==> src/hw/rtl/srtc_pkg.sv <==
package srtc_pkg;

  localparam int PRAM_BYTES = 256;
  localparam int PRAM_AW    = $clog2(PRAM_BYTES);

  localparam logic [7:0] LOW_GROUP_BASE  = 8'h08;
  localparam logic [7:0] HIGH_GROUP_BASE = 8'h10;
  localparam logic [7:0] EXT_CMD_MASK    = 8'h78;
  localparam logic [7:0] EXT_CMD_CODE    = 8'h38;

  // Register numbers taken from bits 6..2 of a standard command.
  localparam logic [4:0] REG_LOW_GROUP  = 5'd8;
  localparam logic [4:0] REG_TEST       = 5'd12;
  localparam logic [4:0] REG_WPROTECT   = 5'd13;
  localparam logic [4:0] REG_HIGH_GROUP = 5'd16;
  localparam logic [4:0] REG_UNKNOWN_LO = 5'd12;

  typedef enum logic [1:0] {
    MODE_CLOCK  = 2'd0,
    MODE_ENABLE = 2'd1,
    MODE_TIME   = 2'd2,
    MODE_NONE   = 2'd3
  } mode_t;

  typedef enum logic [1:0] {
    ST_OK            = 2'd0,
    ST_WRITE_UNKNOWN = 2'd1,
    ST_READ_UNKNOWN  = 2'd2,
    ST_ABORTED       = 2'd3
  } status_t;

  typedef enum logic [1:0] {
    PH_CMD     = 2'd0,
    PH_DATA    = 2'd1,
    PH_EXT     = 2'd2,
    PH_EXTDATA = 2'd3
  } phase_t;

  typedef struct packed {
    logic    val;
    logic    drv;
    logic    pulse;
    status_t status;
  } result_t;

endpackage

==> src/hw/rtl/serial_rtc_with_pram.sv <==
// Throughput: one word per cycle while in_stall is low; a parameter RAM read
// is registered in the RAM and forwarded to the next word, so nothing waits
// on it. A two-entry output queue lets input continue while one result is
// held. Reset (synchronous, active high) clears the control state but not
// the RAM, the queue entries or the read valid flag; the parameter RAM reads
// as zero through per-entry valid bits, so no clearing pass is needed.
module serial_rtc_with_pram (
  input  logic        clk,
  input  logic        rst,
  input  logic        in_valid,
  output logic        in_stall,
  input  logic [1:0]  mode,
  input  logic        clock_level,
  input  logic        chip_disabled,
  input  logic        data_in,
  input  logic [31:0] host_seconds,
  output logic        out_valid,
  input  logic        out_stall,
  output logic        data_line_value,
  output logic        data_line_driven,
  output logic        second_pulse,
  output logic [1:0]  status
);
  import srtc_pkg::*;

  logic    go;
  logic    full;
  result_t res;
  result_t head;

  assign in_stall = full;
  assign go       = in_valid && !full;

  srtc_core u_core (
    .clk           (clk),
    .rst           (rst),
    .go            (go),
    .mode          (mode),
    .clock_level   (clock_level),
    .chip_disabled (chip_disabled),
    .data_in       (data_in),
    .host_seconds  (host_seconds),
    .res           (res)
  );

  srtc_outq u_outq (
    .clk       (clk),
    .rst       (rst),
    .push      (go),
    .push_word (res),
    .full      (full),
    .out_valid (out_valid),
    .out_stall (out_stall),
    .head      (head)
  );

  assign data_line_value  = head.val;
  assign data_line_driven = head.drv;
  assign second_pulse     = head.pulse;
  assign status           = head.status;

  a_stall_only_when_holding: assert property (@(posedge clk) disable iff (rst)
    in_stall |-> out_valid)
    else $error("input stalled with an empty output queue");

  a_accept_gives_result: assert property (@(posedge clk) disable iff (rst)
    (in_valid && !in_stall) |=> out_valid)
    else $error("accepted word produced no result");

  a_value_only_when_driven: assert property (@(posedge clk) disable iff (rst)
    out_valid |-> (!data_line_value || data_line_driven))
    else $error("data line value set without driving the line");

  a_pulse_alone: assert property (@(posedge clk) disable iff (rst)
    (out_valid && second_pulse) |-> (status == ST_OK && !data_line_driven))
    else $error("second pulse combined with a serial result");

endmodule

==> src/hw/rtl/srtc_ram.sv <==
module srtc_ram #(
  parameter int WIDTH = 8,
  parameter int DEPTH = 256
) (
  input  logic                     clk,
  input  logic                     we,
  input  logic                     re,
  input  logic [$clog2(DEPTH)-1:0] addr,
  input  logic [WIDTH-1:0]         wdata,
  output logic [WIDTH-1:0]         rdata
);

  logic [WIDTH-1:0] mem [DEPTH];

  always_ff @(posedge clk) begin
    if (we) begin
      mem[addr] <= wdata;
    end
    if (re) begin
      rdata <= mem[addr];
    end
  end

endmodule

==> src/hw/rtl/srtc_outq.sv <==
module srtc_outq (
  input  logic              clk,
  input  logic              rst,
  input  logic              push,
  input  srtc_pkg::result_t push_word,
  output logic              full,
  output logic              out_valid,
  input  logic              out_stall,
  output srtc_pkg::result_t head
);
  import srtc_pkg::*;

  // Two-entry queue: entry0 is the head, entry1 the skid slot.
  result_t     entry0;
  result_t     entry1;
  logic [1:0]  count;
  logic        pop;

  assign pop       = (count != 2'd0) && !out_stall;
  assign out_valid = (count != 2'd0);
  assign full      = (count == 2'd2);
  assign head      = entry0;

  always_ff @(posedge clk) begin
    if (rst) begin
      count <= 2'd0;
    end else begin
      unique case ({push, pop})
        2'b10: count <= count + 2'd1;
        2'b01: count <= count - 2'd1;
        default: count <= count;
      endcase
    end
  end

  always_ff @(posedge clk) begin
    unique case ({push, pop})
      2'b10: begin
        if (count == 2'd0) begin
          entry0 <= push_word;
        end else begin
          entry1 <= push_word;
        end
      end
      2'b01: entry0 <= entry1;
      2'b11: entry0 <= push_word;
      default: entry0 <= entry0;
    endcase
  end

endmodule

==> src/hw/rtl/srtc_core.sv <==
module srtc_core (
  input  logic              clk,
  input  logic              rst,
  input  logic              go,
  input  logic [1:0]        mode,
  input  logic              clock_level,
  input  logic              chip_disabled,
  input  logic              data_in,
  input  logic [31:0]       host_seconds,
  output srtc_pkg::result_t res
);
  import srtc_pkg::*;

  logic [7:0]            shift_byte, shift_byte_next, shift_cur;
  logic                  from_ram, from_ram_next;
  logic                  ram_vld_q;
  logic                  send_pending, send_pending_next;
  logic [2:0]            bit_count, bit_count_next, bc_dec;
  phase_t                phase, phase_next;
  logic [7:0]            held_command, held_command_next;
  logic [7:0]            extended_address, extended_address_next;
  logic [31:0]           seconds, seconds_next;
  logic [31:0]           last_host_seconds, last_host_seconds_next;
  logic [31:0]           delta;
  logic                  wr_locked, wr_locked_next;
  logic [PRAM_BYTES-1:0] pram_valid;
  logic                  ram_we, ram_re;
  logic [PRAM_AW-1:0]    ram_addr;
  logic [7:0]            ram_rdata;
  logic [7:0]            byte_in;
  logic [4:0]            sel_rd, sel_wr;

  srtc_ram #(.WIDTH(8), .DEPTH(PRAM_BYTES)) u_pram (
    .clk   (clk),
    .we    (ram_we),
    .re    (ram_re),
    .addr  (ram_addr),
    .wdata (byte_in),
    .rdata (ram_rdata)
  );

  // A read issued by the previous word is taken from the registered RAM output;
  // an entry never written reads as zero.
  assign shift_cur = from_ram ? (ram_vld_q ? ram_rdata : 8'h00) : shift_byte;
  assign byte_in   = {shift_cur[6:0], data_in};
  assign bc_dec    = bit_count - 3'd1;
  assign sel_rd    = byte_in[6:2];
  assign sel_wr    = held_command[6:2];
  assign delta     = host_seconds - last_host_seconds;

  always_comb begin
    shift_byte_next        = shift_cur;
    from_ram_next          = 1'b0;
    send_pending_next      = send_pending;
    bit_count_next         = bit_count;
    phase_next             = phase;
    held_command_next      = held_command;
    extended_address_next  = extended_address;
    seconds_next           = seconds;
    last_host_seconds_next = last_host_seconds;
    wr_locked_next         = wr_locked;
    ram_we                 = 1'b0;
    ram_re                 = 1'b0;
    ram_addr               = '0;
    res                    = '{val: 1'b0, drv: 1'b0, pulse: 1'b0, status: ST_OK};
    if (go) begin
      unique case (mode_t'(mode))
        MODE_CLOCK: begin
          if (!chip_disabled && clock_level) begin
            bit_count_next = bc_dec;
            if (send_pending) begin
              res.val = shift_cur[bc_dec];
              res.drv = 1'b1;
              if (bc_dec == 3'd0) begin
                send_pending_next = 1'b0;
              end
            end else begin
              shift_byte_next = byte_in;
              if (bc_dec == 3'd0) begin
                unique case (phase)
                  PH_CMD: begin
                    if ((byte_in & EXT_CMD_MASK) == EXT_CMD_CODE) begin
                      held_command_next = byte_in;
                      phase_next        = PH_EXT;
                    end else if (byte_in[7]) begin
                      send_pending_next = 1'b1;
                      priority if (sel_rd < REG_LOW_GROUP) begin
                        shift_byte_next = seconds[{sel_rd[1:0], 3'b000} +: 8];
                      end else if (sel_rd < REG_UNKNOWN_LO) begin
                        ram_re        = 1'b1;
                        from_ram_next = 1'b1;
                        ram_addr      = PRAM_AW'({LOW_GROUP_BASE[7:2], sel_rd[1:0]});
                      end else if (sel_rd < REG_HIGH_GROUP) begin
                        res.status      = ST_READ_UNKNOWN;
                        shift_byte_next = 8'h00;
                      end else begin
                        ram_re        = 1'b1;
                        from_ram_next = 1'b1;
                        ram_addr      = PRAM_AW'({HIGH_GROUP_BASE[7:4], sel_rd[3:0]});
                      end
                    end else begin
                      held_command_next = byte_in;
                      phase_next        = PH_DATA;
                    end
                  end
                  PH_DATA: begin
                    phase_next = PH_CMD;
                    priority if (sel_wr < REG_LOW_GROUP) begin
                      if (!wr_locked) begin
                        seconds_next[{sel_wr[1:0], 3'b000} +: 8] = byte_in;
                      end
                    end else if (sel_wr < REG_UNKNOWN_LO) begin
                      ram_we   = !wr_locked;
                      ram_addr = PRAM_AW'({LOW_GROUP_BASE[7:2], sel_wr[1:0]});
                    end else if (sel_wr == REG_WPROTECT) begin
                      wr_locked_next = byte_in[7];
                    end else if (sel_wr < REG_HIGH_GROUP) begin
                      // The test register swallows writes silently.
                      if (sel_wr != REG_TEST) begin
                        res.status = ST_WRITE_UNKNOWN;
                      end
                    end else begin
                      ram_we   = !wr_locked;
                      ram_addr = PRAM_AW'({HIGH_GROUP_BASE[7:4], sel_wr[3:0]});
                    end
                  end
                  PH_EXT: begin
                    extended_address_next = {held_command[2:0], byte_in[6:2]};
                    if (held_command[7]) begin
                      ram_re            = 1'b1;
                      from_ram_next     = 1'b1;
                      send_pending_next = 1'b1;
                      ram_addr          = PRAM_AW'({held_command[2:0], byte_in[6:2]});
                      phase_next        = PH_CMD;
                    end else begin
                      phase_next = PH_EXTDATA;
                    end
                  end
                  PH_EXTDATA: begin
                    ram_we     = !wr_locked;
                    ram_addr   = PRAM_AW'(extended_address);
                    phase_next = PH_CMD;
                  end
                endcase
              end
            end
          end
        end
        MODE_ENABLE: begin
          if (chip_disabled) begin
            if (bit_count != 3'd0) begin
              res.status = ST_ABORTED;
            end
            phase_next        = PH_CMD;
            send_pending_next = 1'b0;
            shift_byte_next   = 8'h00;
            bit_count_next    = 3'd0;
          end
        end
        MODE_TIME: begin
          if (delta != 32'd0) begin
            seconds_next           = seconds + delta;
            last_host_seconds_next = host_seconds;
            res.pulse              = 1'b1;
          end
        end
        MODE_NONE: begin
        end
      endcase
    end
  end

  always_ff @(posedge clk) begin
    if (rst) begin
      shift_byte        <= 8'h00;
      from_ram          <= 1'b0;
      send_pending      <= 1'b0;
      bit_count         <= 3'd0;
      phase             <= PH_CMD;
      held_command      <= 8'h00;
      extended_address  <= 8'h00;
      seconds           <= 32'd0;
      last_host_seconds <= 32'd0;
      wr_locked         <= 1'b0;
      pram_valid        <= '0;
    end else begin
      shift_byte        <= shift_byte_next;
      from_ram          <= from_ram_next;
      send_pending      <= send_pending_next;
      bit_count         <= bit_count_next;
      phase             <= phase_next;
      held_command      <= held_command_next;
      extended_address  <= extended_address_next;
      seconds           <= seconds_next;
      last_host_seconds <= last_host_seconds_next;
      wr_locked         <= wr_locked_next;
      if (ram_we) begin
        pram_valid[ram_addr] <= 1'b1;
      end
    end
  end

  always_ff @(posedge clk) begin
    if (ram_re) begin
      ram_vld_q <= pram_valid[ram_addr];
    end
  end

endmodule

==> config.mk <==
export PLATFORM = sky130hd
export DESIGN_NAME = serial_rtc_with_pram
export DESIGN_NICKNAME = d
export VERILOG_FILES = /design/src/hw/rtl/srtc_pkg.sv /design/src/hw/rtl/serial_rtc_with_pram.sv /design/src/hw/rtl/srtc_ram.sv /design/src/hw/rtl/srtc_outq.sv /design/src/hw/rtl/srtc_core.sv
export SDC_FILE = /design/constraint.sdc
export NUM_CORES = 2
export LEC_CHECK = 0
export BUFFER_PORTS_ARGS = -buffer_cell sky130_fd_sc_hd__buf_2
export CORE_MARGIN = 10
export CORE_UTILIZATION = 45
export DETAILED_ROUTE_END_ITERATION = 8
export GPL_TIMING_DRIVEN = 1
export PLACE_DENSITY = 0.69
export SYNTH_ARGS = -nofsm -noshare
export SYNTH_HDL_FRONTEND = slang
export SYNTH_SLANG_ARGS = --single-unit
==> constraint.sdc <==
create_clock -name clk -period 10.1 [get_ports clk]
set_clock_uncertainty 0.2 [all_clocks]
set_input_delay 1.515 -clock clk [delete_from_list [all_inputs] [get_ports clk]]
set_output_delay 1.515 -clock clk [all_outputs]
set_load 0.05 [all_outputs]
## After elaboration in Yosys (flattened, before gate mapping)

Memories as Yosys holds them, arrays and structs flattened. A register that Yosys moved wholly into a read port is not among the register bits.
Index checks and enable logic that the tools add are counted.

| word-level totals | value |
|---|---|
| flip-flop bits (word level) | 365 |
| RAM bits | 2,048 |
| input bits | 41 |
| output and inout port bits | 7 |
| logic and storage cells | 215 |
| memories kept | 1 |

Memory list:

| memory | words | bits a word | rd ports | clocked after memory_dff | wr ports | RTL line | text |
|---|---|---|---|---|---|---|---|
| u_core.u_pram.mem | 256 | 8 | 1 | 1 | 1 | srtc_ram.sv:13 | `logic [WIDTH-1:0] mem [DEPTH];` |

| operators by class | value |
|---|---|
| add/sub/neg operators | 6 |
| order comparisons | 9 |
| equality and inequality tests | 23 |
| shifts and indexed selects | 3 |
| mux-type cells | 118 |
| bitwise gates (word level) | 5 |
| reduce and logical (&&, ||, !) cells | 29 |

Operators by type and width:

| operator | count |
|---|---|
| OR 256 bit | 1 |
| 2-to-1 mux 32 bit | 7 |
| 2-to-1 mux 8 bit | 28 |
| one-hot mux 32 bit (2 select lines) | 1 |
| 2-to-1 mux 2 bit | 24 |
| 2-to-1 mux 1 bit | 35 |
| adder 32 bit | 1 |
| bitwise mux 32 bit | 1 |
| one-hot mux 8 bit (4 select lines) | 1 |
| nonzero test 32 bit | 1 |
| variable shift 8 x 7 -> 32 bit, first input constant | 1 |
| indexed part select 32 x 6 -> 8 bit | 1 |
| indexed part select 8 x 7 -> 32 bit | 1 |
| subtractor 32 bit | 1 |
| less-than comparator 5 x 4 -> 1 bit, second input constant | 4 |
| 2-to-1 mux 5 bit | 4 |
| AND reduction 9 bit | 2 |
| one-hot mux 2 bit (2 select lines) | 4 |
| one-hot mux 8 bit (2 select lines) | 1 |
| one-hot mux 5 bit (3 select lines) | 1 |
| AND reduction 7 bit | 2 |
| equality test 2 bit, second input constant | 6 |
| less-than comparator 5 bit, second input constant | 2 |
| inequality test 2 x 1 -> 1 bit, second input constant | 5 |
| 32 further kinds | 58 |

## Depth between registers and ports, before layout

| logic depth | value |
|---|---|
| word-level depth | 19 |
| mapped depth | 21 |
| gate-level depth less buffers | 20 |

## Modules after synthesis

Synthesis repeated with hierarchy kept, for this count alone.

| second synthesis, totals | value |
|---|---|
| cell total of the unflattened synthesis | 5,973 |
| area total of the unflattened synthesis | 97,917.7 µm² |

Modules (own cells, without submodules):

| module | times used | cells an instance | area each (µm²) | seq. area each (µm²) |
|---|---|---|---|---|
| srtc_ram | 1 | 3,547 | 78,564.1 | 61,739.2 |
| srtc_core | 1 | 2,391 | 18,831.8 | 7,076.8 |
| srtc_outq | 1 | 34 | 508.0 | 340.3 |
| serial_rtc_with_pram | 1 | 1 | 13.8 | 0.0 |

## Worst setup path after synthesis

Ideal clock, no wire load.

| timing path | value |
|---|---|
| path kind | register -> register |
| start point | register u_core.ram_vld_q |
| end point | register u_core.shift_byte[6] |
| setup time | 0.139 ns |
| arrival | 6.510 ns |
| required time | 9.761 ns |
| slack | 3.251 ns |
| stages on the path, launching flop included | 9 |
| buffers on the path | 2 |
| clock period less this slack | 6.849 ns |
| cell sequence | edfxtp_1 > and2_1 > a21oi_1 > inv_1 > buf_1 > clkbuf_1 > a2111oi_0 > o221ai_1 > a21oi_1 |

| between the ends | value |
|---|---|
| longest elaborated chain between the ends | 14 |
| elaborated cells on any way between the ends | 19 |
| those cells by class | order compare (3); eq/ne (1); shift (1); mux (14) |

RTL lines:

| item | RTL line | text |
|---|---|---|
| start: declaration | srtc_core.sv:16 | `logic ram_vld_q;` |
| start signal: assignment | srtc_core.sv:205 | `ram_vld_q <= pram_valid[ram_addr];` |
| 2-to-1 mux 8 bit (*) (2 in a row) | srtc_core.sv:44 | `assign shift_cur = from_ram ? (ram_vld_q ? ram_rdata : 8'h00) : shift_byte;` |
| net u_core.shift_cur[1] | srtc_core.sv:14 | `logic [7:0] shift_byte, shift_byte_next, shift_cur;` |
| less-than comparator 5 bit | srtc_core.sv:93 | `end else if (sel_rd < REG_HIGH_GROUP) begin` |
| 2-to-1 mux 8 bit | srtc_core.sv:93 |  |
| 2-to-1 mux 8 bit | srtc_core.sv:89 | `end else if (sel_rd < REG_UNKNOWN_LO) begin` |
| 2-to-1 mux 8 bit (*) | srtc_core.sv:87 | `priority if (sel_rd < REG_LOW_GROUP) begin` |
| 2-to-1 mux 8 bit (*) | srtc_core.sv:85 | `end else if (byte_in[7]) begin` |
| 2-to-1 mux 8 bit (*) | srtc_core.sv:82 | `if ((byte_in & EXT_CMD_MASK) == EXT_CMD_CODE) begin` |
| 2-to-1 mux 8 bit (*) | srtc_core.sv:80 | `unique case (phase)` |
| 2-to-1 mux 8 bit (*) | srtc_core.sv:79 | `if (bc_dec == 3'd0) begin` |
| 2-to-1 mux 8 bit (*) | srtc_core.sv:71 | `if (send_pending) begin` |
| 2-to-1 mux 8 bit (*) | srtc_core.sv:69 | `if (!chip_disabled && clock_level) begin` |
| one-hot mux 8 bit (2 select lines) (*) | srtc_core.sv:67 | `unique case (mode_t'(mode))` |
| 2-to-1 mux 8 bit (*) | srtc_core.sv:66 | `if (go) begin` |
| end signal: assignment | srtc_core.sv:187 | `shift_byte <= shift_byte_next;` |
| end: declaration | srtc_core.sv:14 |  |

Mark *: on every way through the listed nets, which the timed path passes. The rest lies on a longest branch.
A chain may end at the register's enable or synchronous reset.

## Worst setup path in the final report

| timing path | value |
|---|---|
| start point | register u_core.ram_vld_q |
| end point | register u_core.u_pram.rdata[1], read port of u_core.u_pram.mem, data pin |

| between the ends | value |
|---|---|
| longest elaborated chain between the ends | 14 |
| elaborated cells on any way between the ends | 29 |
| those cells by class | order compare (3); eq/ne (1); mux (25) |

RTL lines:

| item | RTL line | text |
|---|---|---|
| 2-to-1 mux 8 bit (*) (2 in a row) | srtc_core.sv:44 |  |
| less-than comparator 5 bit | srtc_core.sv:93 |  |
| 2-to-1 mux 5 bit or 2-to-1 mux 1 bit (tied branches) | srtc_core.sv:93 |  |
| 2-to-1 mux 8 bit or 2-to-1 mux 1 bit (tied branches) | srtc_core.sv:89 |  |
| 2-to-1 mux 8 bit or 2-to-1 mux 1 bit (tied branches) | srtc_core.sv:87 |  |
| 2-to-1 mux 8 bit or 2-to-1 mux 1 bit (tied branches) | srtc_core.sv:85 |  |
| 2-to-1 mux 8 bit or 2-to-1 mux 1 bit (tied branches) | srtc_core.sv:82 |  |
| one-hot mux 8 bit (4 select lines) or one-hot mux 1 bit (2 select lines) (tied branches) | srtc_core.sv:80 |  |
| 2-to-1 mux 8 bit or 2-to-1 mux 1 bit (tied branches) | srtc_core.sv:79 |  |
| 2-to-1 mux 8 bit or 2-to-1 mux 1 bit (tied branches) | srtc_core.sv:71 |  |
| 2-to-1 mux 8 bit or 2-to-1 mux 1 bit (tied branches) | srtc_core.sv:69 |  |
| 2-to-1 mux 8 bit or 2-to-1 mux 1 bit (tied branches) | srtc_core.sv:67 |  |
| 2-to-1 mux 8 bit or 2-to-1 mux 1 bit (tied branches) | srtc_core.sv:66 |  |
| end: declaration | srtc_ram.sv:10 | `output logic [WIDTH-1:0] rdata` |

Every way passes the cells marked *; elsewhere a longest branch is shown, timed or not.

==> key figures <==
Detailed routing
  – Wirelength per Cell: 29.2 um
  – Number of DRC markers after the initial detailed-route iteration: 10800
  – Total iterations of the first detailed-routing run: 9
  – Vias after detailed routing: 67700
  – Final antenna-violating net count: 0
  – Routed Wire Length: 303000 um
  – DRC errors left: 5
  – Mean number of vias per cell: 6.52

Clock tree
  – H-Tree Level Count: 4
  – Number of gates resized after cts: 0
  – Number of buffers between clock root and the deepest sink: 3
  – Post-CTS Setup Repair Bufs: 0
  – Root Driver: sky130_fd_sc_hd__clkbuf_16
  – Worst-skew pair later-pin latency: 0.89 ns
  – Cts hold-fix bufs: 0
  – CTS tree: built
  – Post-CTS clock slew at the launch and capture registers of the worst setup and hold paths: 0.06 ns
  – CTS buffer count: 231
  – Clock sinks: 2421

Die
  – IO Count: 48
  – Y dimension of the die: 489 um
  – Area of the core region: 220000 um^2
  – Die Area: 240000 um^2
  – Initial core utilization: 45.2%
  – Die Wd: 489 um
  – Number of placement rows: 172

Synth
  – Synth warnings: 0
  – Top-area cell type share of the netlist area: 62.6%
  – Top FF cell, synth: sky130_fd_sc_hd__edfxtp_1
  – Synth async-reset ratio: 0%
  – Gate count of the mapped netlist: 7449
  – Mapped Nets: 7563
  – Portion of the post-synthesis area used by sequential elements: 69.7%
  – Top cells by count, synth: sky130_fd_sc_hd__edfxtp_1, sky130_fd_sc_hd__nor2_1, sky130_fd_sc_hd__o21ai_0, sky130_fd_sc_hd__a22oi_1, sky130_fd_sc_hd__a21oi_1
  – Dominant cell type by area after synthesis: sky130_fd_sc_hd__edfxtp_1
  – Register bit total from synthesis: 2421
  – Top area cells in the synthesized netlist: sky130_fd_sc_hd__edfxtp_1, sky130_fd_sc_hd__dfxtp_1, sky130_fd_sc_hd__a22oi_1
  – Cell with the most instances after synthesis: sky130_fd_sc_hd__edfxtp_1
  – Syn Std Cell Area: 99200 um^2
  – Number of synthesized flops with an enable pin: 2067
  – Cell variety after synth: 94
  – Post-Syn Area per Cell: 13.3 um^2

Critical path
  – Data required time of the worst path: 10.46 ns
  – Crit path DAT: 7.39 ns
  – Crit Path Class: flop to flop
  – R2r setup slk: 3.08 ns
  – Biggest fanout along the worst timing path: 114
  – Startpoint of the most critical register-to-register path: u_core.ram_vld_q$_DFFE_PP_
  – FF-to-FF path depth: 13
  – Crit. End Element: flop
  – R2r endpoint: u_core.u_pram.rdata[1]$_DFFE_PP_
  – Critical Path Source Type: flop

Global route
  – First-pass GRT wire length: 439000 um
  – Antenna violations before repair: 12
  – GRT busiest layer: met2
  – GR met2 Demand/Resource: 37.2%
  – Grt met3 use: 6.14%
  – M1 GR Usage: 32.9%
  – Overflow left after global routing: 0
  – Via count of the first global-routing pass: 64200
  – GRT Overall Usage: 24.3%
  – Largest net degree at the start of global routing: 149

Flow run
  – Max cap viols: 1

Timing
  – RSZ-0062 raised after global routing: no
  – Minimum clock period after layout: 7.02 ns
  – Fmax: 142 MHz
  – Count of endpoints failing setup in the final report: 0
  – Slew Limit Headroom: -2.27%
  – Actual slew at the worst max-slew pin: 1.52 ns
  – Setup Total Neg Slack: 0 ns
  – Final Hold Vio Count: 0
  – Worst hold margin: 0.268 ns
  – Tcrit/Tclk final: 69.5%
  – Final count of pins violating max slew: 2

Pwr
  – Leakage power figure: 36.7 nW
  – Final total power: 0.0204 W
  – Maximum resistive drop on vdd: 174 uV
  – Total power density per cell area: 186 nW/um^2

Place
  – Post-DP HPWL: 173000 um
  – Final weighted congestion in routability-driven placement: 0.918
  – IO Port Bufs: 47

Hold path
  – Hold endpoint: u_core.pram_valid[239]$_SDFFE_PP0P_
  – Worst Min Path Start: u_core.pram_valid[239]$_SDFFE_PP0P_
  – Path class of the lowest-slack min-delay path: flop to flop
  – Worst hold path cell count: 2

Cells and area
  – Share of layout cells above drive strength 1: 9.43%
  – Finished Core Util: 50.2%
  – Net count, final: 7421
  – Area Overhead vs Synth: 11.1%

Run status
  – Failing checks: DRC, capacitance limit, slew limit
  – Run status: finished, violations left
-- layer usage --
metal  vias to the layer above  wire length (um)
li1                      28500                 -
met1                     33700            115000
met2                      4699            136000
met3                       788             38500
met4                        10             14400
met5                         -                68
-- registers in the layout (all words and copies together) (netlist names), 8 cells and up --
signal,count
u_core.shift_byte,8
u_core.extended_address,8
u_core.pram_valid,256
u_core.u_pram.mem,2048
u_core.last_host_seconds,32
u_core.seconds,32
u_core.u_pram.rdata,8
u_core.held_command,8
-- cell usage in the layout, fill, tap and decap left out, drive strengths merged, types with 26 or more instances in the layout --
cell	synthesis	routed
a211oi	48	48
a21o	231	231
a21oi	455	455
a222oi	69	69
a22o	65	65
a22oi	585	585
buf	212	179
bufinv	0	26
clkbuf	343	328
clkinv	2	68
dfxtp	354	354
edfxtp	2067	2067
ha	71	71
inv	74	89
mux2	73	73
mux2i	245	245
nand2	216	216
nand3	294	294
nor2	831	831
nor3	29	29
nor4	62	62
o211ai	26	26
o21ai	609	609
o21ba	26	26
o22ai	59	59
xnor2	30	30
-- logic make-up after synthesis --
kind of cell / after synthesis / share of synthesized area [%]
xor gates and xnor gates: 49 / 0.440
adders and majority gates: 73 / 0.936
muxes: 325 / 3.46
DFF: 2421 / 69.7
AOI/OAI and AO/OA: 2365 / 15.7
buffers and inverters: 631 / 2.64
and+or+nand+nor: 1585 / 7.04
-- worst max-delay path, stage by stage (launching register included) --
cell,delay (ns)
sky130_fd_sc_hd__edfxtp_1,0.48
sky130_fd_sc_hd__and2_1,0.26
sky130_fd_sc_hd__a22oi_4,0.32
sky130_fd_sc_hd__inv_8,0.31
sky130_fd_sc_hd__o21ba_2,0.35
sky130_fd_sc_hd__o21ai_0,0.66
sky130_fd_sc_hd__a21o_4,0.78
sky130_fd_sc_hd__buf_4,0.64
sky130_fd_sc_hd__a21o_1,0.16
sky130_fd_sc_hd__a21oi_1,0.09
sky130_fd_sc_hd__nor4_1,0.95
sky130_fd_sc_hd__o22ai_1,0.19
sky130_fd_sc_hd__o31ai_1,0.94
sky130_fd_sc_hd__o2111ai_1,0.26
-- area by class of cell --
cell class,instances,area [um^2]
inverter,76,338
multi-input combinational,4397,27600
antenna,5,12.5
clock buffer,328,6460
fill,18200,109000
tap,2871,3590
sequential,2421,69200
clock inverter,116,1490
timing repair buffer,180,1530
-- report_power, final --
| group | internal (W) | leakage (nW) | switching [W] |
|---|---|---|---|
| logic | 0.000215 | 11.0 | 0.000434 |
| registers | 0.0108 | 21.9 | 0.0000251 |
| clock network | 0.00515 | 3.86 | 0.00387 |
| total | 0.0161 | 36.7 | 0.00432 |
-- worst max-delay path by stage --
stage                                     from                          endpoint  slack (ns)  cells past startpoint
finish              u_core.ram_vld_q$_DFFE_PP_  u_core.u_pram.rdata[1]$_DFFE_PP_        3.08                     13
global route        u_core.from_ram$_SDFF_PP0_  u_core.u_pram.rdata[1]$_DFFE_PP_        3.11                     13
CTS                 u_core.from_ram$_SDFF_PP0_  u_core.u_pram.rdata[1]$_DFFE_PP_        3.36                     13
detailed placement             host_seconds[0]   u_core.seconds[28]$_SDFFE_PP0P_        2.81                     19
global placement                       mode[0]        u_core.ram_vld_q$_DFFE_PP_        1.73                     13
floorplan           u_core.ram_vld_q$_DFFE_PP_   u_core.shift_byte[6]$_SDFF_PP0_        3.25                      8
-- stage by stage --
step	instances	instance area, um^2	setup WS (ns)
2_1_floorplan	7449	99200	3.25
3_3_place_gp	9943	102000	1.73
3_5_place_dp	9945	102000	2.81
4_1_cts	10400	110000	3.36
5_1_grt	10400	110000	3.11
6_report	10400	110000	3.08
(Power assumes the default switching activity.)
